[config.mk]
export PLATFORM = sky130hd
export DESIGN_NAME = yuyv_to_rgb_converter
export DESIGN_NICKNAME = d
export VERILOG_FILES = /design/src/hw/rtl/yuv2rgb_pkg.sv /design/src/hw/rtl/yuv2rgb_chroma.sv /design/src/hw/rtl/yuv2rgb_pixel.sv /design/src/hw/rtl/yuyv_to_rgb_converter.sv
export SDC_FILE = /design/constraint.sdc
export NUM_CORES = 1
export LEC_CHECK = 0
export ABC_AREA = 1
export BUFFER_PORTS_ARGS = -buffer_cell sky130_fd_sc_hd__clkbuf_2
export CORE_ASPECT_RATIO = 1.1
export CORE_MARGIN = 5
export CORE_UTILIZATION = 25
export CTS_CLUSTER_SIZE = 20
export DETAILED_ROUTE_END_ITERATION = 10
export PLACE_DENSITY_LB_ADDON = 0.2
export SLEW_MARGIN = 40
export SYNTH_ARGS = -nofsm -noshare
export SYNTH_HDL_FRONTEND = slang
export SYNTH_SLANG_ARGS = --single-unit
[constraint.sdc]
create_clock -name i_clk -period 4.4 [get_ports i_clk]
set_input_delay 0.66 -clock i_clk [delete_from_list [all_inputs] [get_ports i_clk]]
set_output_delay 0.66 -clock i_clk [all_outputs]
set_load 0.01 [all_outputs]
[src/hw/rtl/yuv2rgb_pkg.sv]
package yuv2rgb_pkg;

    // Offset of the chroma bytes in offset-binary form.
    localparam int unsigned CHROMA_BIAS = 128;

    localparam int unsigned PIX_W  = 8;
    localparam int unsigned SUM_W  = 11;   // luma plus widest chroma term, signed
    localparam int unsigned BTERM_W = 10;  // -258..255
    localparam int unsigned GTERM_W = 9;   // -144..142
    localparam int unsigned RTERM_W = 9;   // -192..190

    localparam int unsigned BLUE_SHIFT  = 6;
    localparam int unsigned GREEN_SHIFT = 3;
    localparam int unsigned RED_SHIFT   = 1;

    typedef struct packed {
        logic signed [BTERM_W-1:0] blue;
        logic signed [GTERM_W-1:0] green;
        logic signed [RTERM_W-1:0] red;
    } t_chroma_terms;

endpackage

[src/hw/rtl/yuv2rgb_chroma.sv]
module yuv2rgb_chroma (
    input  logic [yuv2rgb_pkg::PIX_W-1:0] i_u,
    input  logic [yuv2rgb_pkg::PIX_W-1:0] i_v,
    output yuv2rgb_pkg::t_chroma_terms    o_terms
);

    // Remove the bias: flipping the top bit of an offset-binary byte gives two's complement.
    logic signed [7:0]  cu;
    logic signed [7:0]  cv;
    logic signed [15:0] blue_sum;   // 129*U
    logic signed [11:0] green_sum;  // 3*U + 6*V
    logic signed [9:0]  red_sum;    // 3*V
    logic signed [15:0] cu16;
    logic signed [11:0] cu12;
    logic signed [11:0] cv12;
    logic signed [9:0]  cv10;
    logic signed [15:0] blue_shr;
    logic signed [11:0] green_shr;
    logic signed [9:0]  red_shr;

    assign cu = signed'({~i_u[7], i_u[6:0]});
    assign cv = signed'({~i_v[7], i_v[6:0]});

    assign cu16 = 16'(cu);
    assign cu12 = 12'(cu);
    assign cv12 = 12'(cv);
    assign cv10 = 10'(cv);

    assign blue_sum  = (cu16 <<< 7) + cu16;
    assign green_sum = (cu12 <<< 1) + cu12 + (cv12 <<< 2) + (cv12 <<< 1);
    assign red_sum   = (cv10 <<< 1) + cv10;

    // Arithmetic shifts floor toward minus infinity.
    assign blue_shr  = blue_sum  >>> yuv2rgb_pkg::BLUE_SHIFT;
    assign green_shr = green_sum >>> yuv2rgb_pkg::GREEN_SHIFT;
    assign red_shr   = red_sum   >>> yuv2rgb_pkg::RED_SHIFT;

    assign o_terms.blue  = blue_shr[yuv2rgb_pkg::BTERM_W-1:0];
    assign o_terms.green = green_shr[yuv2rgb_pkg::GTERM_W-1:0];
    assign o_terms.red   = red_shr[yuv2rgb_pkg::RTERM_W-1:0];

endmodule

[src/hw/rtl/yuv2rgb_pixel.sv]
module yuv2rgb_pixel (
    input  logic [yuv2rgb_pkg::PIX_W-1:0] i_luma,
    input  yuv2rgb_pkg::t_chroma_terms    i_terms,
    output logic [yuv2rgb_pkg::PIX_W-1:0] o_red,
    output logic [yuv2rgb_pkg::PIX_W-1:0] o_green,
    output logic [yuv2rgb_pkg::PIX_W-1:0] o_blue
);

    logic signed [yuv2rgb_pkg::SUM_W-1:0] luma_s;
    logic signed [yuv2rgb_pkg::SUM_W-1:0] red_s;
    logic signed [yuv2rgb_pkg::SUM_W-1:0] green_s;
    logic signed [yuv2rgb_pkg::SUM_W-1:0] blue_s;

    // Saturate a signed sum to one byte.
    function automatic logic [yuv2rgb_pkg::PIX_W-1:0] clamp_byte(
        input logic signed [yuv2rgb_pkg::SUM_W-1:0] x
    );
        logic [yuv2rgb_pkg::PIX_W-1:0] r;
        if (x[yuv2rgb_pkg::SUM_W-1]) begin
            r = '0;
        end else if (|x[yuv2rgb_pkg::SUM_W-2:yuv2rgb_pkg::PIX_W]) begin
            r = '1;
        end else begin
            r = x[yuv2rgb_pkg::PIX_W-1:0];
        end
        return r;
    endfunction

    assign luma_s  = signed'(yuv2rgb_pkg::SUM_W'(i_luma));
    assign red_s   = luma_s + yuv2rgb_pkg::SUM_W'(i_terms.red);
    assign green_s = luma_s - yuv2rgb_pkg::SUM_W'(i_terms.green);
    assign blue_s  = luma_s + yuv2rgb_pkg::SUM_W'(i_terms.blue);

    assign o_red   = clamp_byte(red_s);
    assign o_green = clamp_byte(green_s);
    assign o_blue  = clamp_byte(blue_s);

endmodule

[src/hw/rtl/yuyv_to_rgb_converter.sv]
// YUYV 4:2:2 macropixel to two RGB888 pixels.
// A request passes through the input register, then the result register, before it reaches o_done.
// Throughput: one request per cycle; o_busy stays low, the receiver cannot stall.
// Each result is shown for one cycle with o_done high.
// Reset (i_rst_n low, synchronous) clears only the valid flags; payload registers are not reset.
// The chroma terms and the add/clamp are shallow shift-add logic between the two registers.
module yuyv_to_rgb_converter (
    input  logic                          i_clk,
    input  logic                          i_rst_n,
    input  logic                          i_start,
    output logic                          o_busy,
    input  logic [yuv2rgb_pkg::PIX_W-1:0] i_luma_first,
    input  logic [yuv2rgb_pkg::PIX_W-1:0] i_chroma_blue,
    input  logic [yuv2rgb_pkg::PIX_W-1:0] i_luma_second,
    input  logic [yuv2rgb_pkg::PIX_W-1:0] i_chroma_red,
    output logic                          o_done,
    output logic [yuv2rgb_pkg::PIX_W-1:0] o_red_first,
    output logic [yuv2rgb_pkg::PIX_W-1:0] o_green_first,
    output logic [yuv2rgb_pkg::PIX_W-1:0] o_blue_first,
    output logic [yuv2rgb_pkg::PIX_W-1:0] o_red_second,
    output logic [yuv2rgb_pkg::PIX_W-1:0] o_green_second,
    output logic [yuv2rgb_pkg::PIX_W-1:0] o_blue_second
);

    // Input register stage.
    logic                          r_in_valid;
    logic [yuv2rgb_pkg::PIX_W-1:0] r_y0;
    logic [yuv2rgb_pkg::PIX_W-1:0] r_u;
    logic [yuv2rgb_pkg::PIX_W-1:0] r_y1;
    logic [yuv2rgb_pkg::PIX_W-1:0] r_v;

    // Result register stage.
    logic                          r_done;
    logic [yuv2rgb_pkg::PIX_W-1:0] r_red0;
    logic [yuv2rgb_pkg::PIX_W-1:0] r_green0;
    logic [yuv2rgb_pkg::PIX_W-1:0] r_blue0;
    logic [yuv2rgb_pkg::PIX_W-1:0] r_red1;
    logic [yuv2rgb_pkg::PIX_W-1:0] r_green1;
    logic [yuv2rgb_pkg::PIX_W-1:0] r_blue1;

    logic                          accept;
    yuv2rgb_pkg::t_chroma_terms    terms;
    logic [yuv2rgb_pkg::PIX_W-1:0] n_red0;
    logic [yuv2rgb_pkg::PIX_W-1:0] n_green0;
    logic [yuv2rgb_pkg::PIX_W-1:0] n_blue0;
    logic [yuv2rgb_pkg::PIX_W-1:0] n_red1;
    logic [yuv2rgb_pkg::PIX_W-1:0] n_green1;
    logic [yuv2rgb_pkg::PIX_W-1:0] n_blue1;

    // The datapath is fully pipelined, so a request is taken every cycle.
    assign o_busy = 1'b0;
    assign accept = i_start & ~o_busy;

    // Capture the request; hold payload when nothing arrives.
    always_ff @(posedge i_clk) begin
        if (!i_rst_n) begin
            r_in_valid <= 1'b0;
        end else begin
            r_in_valid <= accept;
        end
        if (accept) begin
            r_y0 <= i_luma_first;
            r_u  <= i_chroma_blue;
            r_y1 <= i_luma_second;
            r_v  <= i_chroma_red;
        end
    end

    // Shared chroma terms for both pixels of the macropixel.
    yuv2rgb_chroma u_chroma (
        .i_u     (r_u),
        .i_v     (r_v),
        .o_terms (terms)
    );

    // Add the terms to each luma and saturate.
    yuv2rgb_pixel u_pixel_first (
        .i_luma  (r_y0),
        .i_terms (terms),
        .o_red   (n_red0),
        .o_green (n_green0),
        .o_blue  (n_blue0)
    );

    yuv2rgb_pixel u_pixel_second (
        .i_luma  (r_y1),
        .i_terms (terms),
        .o_red   (n_red1),
        .o_green (n_green1),
        .o_blue  (n_blue1)
    );

    // Register the result; o_done pulses for exactly one cycle per request.
    always_ff @(posedge i_clk) begin
        if (!i_rst_n) begin
            r_done <= 1'b0;
        end else begin
            r_done <= r_in_valid;
        end
        if (r_in_valid) begin
            r_red0   <= n_red0;
            r_green0 <= n_green0;
            r_blue0  <= n_blue0;
            r_red1   <= n_red1;
            r_green1 <= n_green1;
            r_blue1  <= n_blue1;
        end
    end

    assign o_done         = r_done;
    assign o_red_first    = r_red0;
    assign o_green_first  = r_green0;
    assign o_blue_first   = r_blue0;
    assign o_red_second   = r_red1;
    assign o_green_second = r_green1;
    assign o_blue_second  = r_blue1;

endmodule
Yosys cells after proc, flatten, opt, wreduce, memory -nomap -nowiden
Index checks and enable logic that the tools add are counted.
{"block": "totals", "wordCells": 37, "reg_bits": 82, "output_inout_bits": 50}
{"block": "classes", "n_reduce_logical": 6, "muxes": 6, "bitwise": 2, "add_sub_neg": 11}
{"operator": "two-way mux 8 bit", "count": 6}
{"operator": "adder 9 x 10 -> 11 bit", "count": 2}
{"operator": "adder 9 x 8 -> 10 bit", "count": 2}
{"operator": "adder 9 x 9 -> 10 bit", "count": 2}
{"operator": "subtractor 9 x 9 -> 10 bit", "count": 2}
{"operator": "adder 15 x 8 -> 16 bit", "count": 1}
{"operator": "adder 11 x 9 -> 12 bit", "count": 1}
{"operator": "OR reduction 2 bit", "count": 6}
{"operator": "adder 10 x 10 -> 11 bit", "count": 1}
{"operator": "NOT 1 bit", "count": 2}

Longest topological paths before layout
{"block": "depth", "depth_word": 7, "depth_mapped": 22}

Modules after synthesis
From an unflattened synthesis, not the netlist that was laid out.
{"block": "hier_totals", "cells_unflattened": 788, "hier_area_um2": 6578.8}
{"module": "yuv2rgb_pixel", "area_per_inst_um2": 1380.1, "instances": 2, "cells_per_inst": 249}
{"module": "yuyv_to_rgb_converter", "area_per_inst_um2": 2468.6, "instances": 1, "cells_per_inst": 88}
{"module": "yuv2rgb_chroma", "area_per_inst_um2": 1350.0, "instances": 1, "cells_per_inst": 202}

Worst setup path before layout
Ideal clock, no wire load.
{"block": "synth_timing", "path_kind": "reg2reg", "start": "register r_v[1] (netlist name)", "end": "register r_green0 (netlist bit o_green_first[7]), data pin", "required_ns": 4.148, "t_arrival_ns": 3.704, "path_stages_with_launch": 20, "setup_ns": 0.252, "path_slack_ns": 0.444, "cell_sequence": "edfxtp_1 -> inv_1 -> fa_1 -> inv_1 -> fa_1 -> ha_1 -> inv_1 -> fa_1 -> inv_1 -> fa_1 -> o31ai_1 -> nand2_1 -> nand2_1 -> nand2_1 -> nand2_1 -> nand2_2 -> nand3_2 -> nand2_1 -> nor2_1 -> nor2_1"}
{"block": "synth_via", "elab_chain_cells": 5}
{"element": "start, declared", "line": "yuyv_to_rgb_converter.sv:30", "text": "logic [yuv2rgb_pkg::PIX_W-1:0] r_v;"}
{"element": "start signal, assigned", "line": "yuyv_to_rgb_converter.sv:65", "text": "r_v <= i_chroma_red;"}
{"element": "adder 10 x 10 -> 11 bit", "line": "yuv2rgb_chroma.sv:30", "text": "assign green_sum = (cu12 <<< 1) + cu12 + (cv12 <<< 2) + (cv12 <<< 1);"}
{"element": "adder 11 x 9 -> 12 bit *", "line": "yuv2rgb_chroma.sv:30"}
{"element": "subtractor 9 x 9 -> 10 bit *", "line": "yuv2rgb_pixel.sv:31", "text": "assign green_s = luma_s - yuv2rgb_pkg::SUM_W'(i_terms.green);"}
{"element": "OR reduction 2 bit", "line": "yuv2rgb_pixel.sv:21", "text": "end else if (|x[yuv2rgb_pkg::SUM_W-2:yuv2rgb_pkg::PIX_W]) begin"}
{"element": "two-way mux 8 bit", "line": "yuv2rgb_pixel.sv:21"}
{"element": "end signal, assigned", "line": "yuyv_to_rgb_converter.sv:102", "text": "r_green0 <= n_green0;"}
{"element": "end, declared", "line": "yuyv_to_rgb_converter.sv:35", "text": "logic [yuv2rgb_pkg::PIX_W-1:0] r_green0;"}
Mark *: on every way between the ends. The rest lies on a longest branch, timed or not.
A chain may end at the register's enable or synchronous reset.

Worst setup path in the final report
{"block": "layout_timing", "start": "register r_u[2] (netlist name)", "end": "register r_green0 (netlist bit o_green_first[4]), data pin"}
{"block": "layout_via", "elab_chain_cells": 6}
{"element": "start, declared", "line": "yuyv_to_rgb_converter.sv:28", "text": "logic [yuv2rgb_pkg::PIX_W-1:0] r_u;"}
{"element": "start signal, assigned", "line": "yuyv_to_rgb_converter.sv:63", "text": "r_u <= i_chroma_blue;"}
{"element": "adder 9 x 8 -> 10 bit *", "line": "yuv2rgb_chroma.sv:30"}
{"element": "adder 10 x 10 -> 11 bit *", "line": "yuv2rgb_chroma.sv:30"}
{"element": "adder 11 x 9 -> 12 bit *", "line": "yuv2rgb_chroma.sv:30"}
{"element": "subtractor 9 x 9 -> 10 bit *", "line": "yuv2rgb_pixel.sv:31"}
{"element": "OR reduction 2 bit", "line": "yuv2rgb_pixel.sv:21"}
{"element": "two-way mux 8 bit", "line": "yuv2rgb_pixel.sv:21"}
Marked as above.

==> results.json <==
{
  "slew_violations": 0,
  "grt_max_degree": 49,
  "cellPowerDensity_nw_per_um2": 674,
  "setup_viol": 0,
  "drive_gt1_frac": 0.215,
  "antenna_found_initial": 0,
  "port_buffers": 83,
  "setup_ws_ps": 305,
  "synthTopCellsByArea": "edfxtp_1, ha_1, inv_1, nand2_1, fa_1",
  "critPathKind": "flop to flop",
  "h-tree-depth": 3,
  "worst_pin_slew_ps": 683,
  "drt-pass1-iter-count": 4,
  "layout_min_cycle_time_ps": 4100,
  "cts_root_buffer": "clkbuf_16",
  "relSlewSlack": 0.544,
  "p_leak_nw": 3.72,
  "fin_nets": 930,
  "ir_drop_uv": 258,
  "synth_top_area_share": 0.382,
  "start_util": 0.255,
  "nFillCells": 2627,
  "ios": 85,
  "clk_latency_ps": 350,
  "fp-row-count": 60,
  "clkPwrFrac": 0.146,
  "hold_buffers": 0,
  "dpl_cell_area_um2": 7220,
  "min_period_over_period": 0.931,
  "gp_congestion": 0.843,
  "seq_area_frac_synth": 0.389,
  "grt_overflow": 0,
  "first_global_vias": 4892,
  "synthTopCellsByCount": "inv_1, nand2_1, edfxtp_1, ha_1, a21oi_1",
  "yosys.area.top_type": "edfxtp_1",
  "start_kind": "flop",
  "core_area_um2": 24600,
  "crit_path_max_fanout": 8,
  "synth_nets": 812,
  "die_w_um": 161,
  "die_h_um": 176,
  "tns_ps": 0,
  "synth_cell_types": 32,
  "synth-seq-cells": 82,
  "drtAntennaViolNets": 0,
  "switching_share": 0.447,
  "vias": 4793,
  "drv_cap": 0,
  "async_reset_ff_frac": 0,
  "synthCells": 686,
  "synth.yosys.warnings": 0,
  "drtIter0Drc": 186,
  "grt_pass1_wl_mm": 25.5,
  "design_area_um2": 7660,
  "area_growth_pct": 21.9,
  "power.internal_w": 0.00285,
  "synth_area_um2": 6280,
  "hold_viol": 0,
  "n_antenna_cell": 0,
  "p_switching_w": 0.00231,
  "power_frac_comb": 0.621,
  "worstPathRequired_ps": 4510,
  "cp-end-kind": "flop",
  "path_clk_slew_ps": 70,
  "fin_skew_ps": 10.9,
  "fin_cells": 1119,
  "rsz0062_at_grt": "false",
  "synth_ff_type": "edfxtp_1",
  "die_area_um2": 28400,
  "totalWireLength_mm": 15.8,
  "syn_area_per_cell_um2": 9.16,
  "yosysMostFrequentCell": "inv_1",
  "dp_slack_ps": 20.2,
  "post-dp-hpwl_mm": 13.2,
  "clockBufferDepth": 2,
  "critPathArrivalTime_ps": 4200,
  "power_w": 0.00516,
  "drc": 0,
  "grt_use_total": 0.115,
  "clock_sinks": 82,
  "numCtsBuffers": 9,
  "synth-edff-count": 80,
  "cts_tree": "built",
  "vias_per_cell": 4.28,
  "status": "complete, no violations",
  "hold_class": "flop to flop",
  "wl_per_cell_um": 14.1,
  "dp.cells": 1096,
  "seqPwrFrac": 0.233,
  "fmax_mhz": 244
}
stage by stage:
step	util	hold slack, ps
floorplan	-	681
CTS	0.305	456
detailed placement	0.293	443
global placement	0.293	429
global route	0.311	466
finish	0.311	449
repair_timing:
item,CTS,global route
endpoints found under the setup margin,0,16
buffers inserted,0,7
resized for setup,0,25
per-layer routing:
layer,part of all wire,up-vias,GRT usage
met5,0,-,0
met4,0.016,0,0.0348
met3,0.027,19,0.0196
met2,0.47,63,0.191
met1,0.49,2176,0.153
li1,-,2535,-
state kept, by name (all words and copies together), names as in the netlist, 8 cells and up:
name,count
o_blue_first,8
o_blue_second,8
o_green_first,8
o_green_second,8
o_red_first,8
o_red_second,8
r_u,8
r_v,8
r_y0,8
r_y1,8
final timing paths:
path	to	slack [ps]	startpoint	depth (start not counted)
setup / recovery	o_green_first[4]	300	r_u[2]	19
hold / removal	o_done	450	r_in_valid	2
setup reg to reg	o_green_first[4]	300	r_u[2]	19
hold reg to reg	o_done	450	r_in_valid	2
cell type report:
class	count	area [µm²]	share of cell area
Clock buffer	9	225	0.0294
Timing Repair Buffer	108	606	0.0791
Tap cell	310	388	0.0507
Multi-Input combinational cell	472	3430	0.448
Inverter	131	492	0.0642
Sequential cell	82	2440	0.319
Clock inverter	7	71.3	0.00931
logic make-up after synthesis:
logic type | count (synthesis) | synth area share
and+or+nand+nor | 218 | 0.158
buffers and inverters | 132 | 0.0795
DFF | 82 | 0.389
xor gates and xnor gates | 47 | 0.0655
other | 1 | 0.000597
AOI/OAI and AO/OA | 115 | 0.103
adders and majority gates | 91 | 0.205
critical path: stages (launching register included):
cell and delay (ps):
edfxtp_1 350, inv_1 90, fa_1 530, inv_1 50
fa_1 500, ha_2 200, inv_1 60, fa_2 550
inv_1 90, fa_2 410, o31ai_4 280, nand2_1 70
nand2_1 60, nand2_1 50, nand2_1 100, nand2_2 80
nand3_2 130, nand3_1 110, nand2_1 70, inv_1 40
placed cells by master, fill, tap and decap left out, types with 4 or more instances in the layout:
cell type	instances
a21o_1	4
a21oi_1	53
a21oi_2	4
buf_4	25
clkbuf_16	9
clkbuf_2	82
edfxtp_1	80
fa_1	16
fa_2	4
ha_1	68
inv_1	124
inv_2	7
nand2_1	110
nand2_2	12
nand3_1	38
nand3_2	5
nand4_1	11
nor2_1	31
o211ai_1	6
o21ai_0	36
or2_2	4
xnor2_1	15
xor2_1	31
power groups by stage:
stage	clock network (W)	logic, W	registers (W)
final	0.000754	0.00321	0.00120
after detailed placement	0	0.00304	0.00122
after global placement	0	0.00303	0.00123
after CTS	0.000787	0.00304	0.00121
after floorplan	0	0.00214	0.00128
after global routing	0.000817	0.00371	0.00122
No activity file was read; power rests on OpenSTA's default activity.
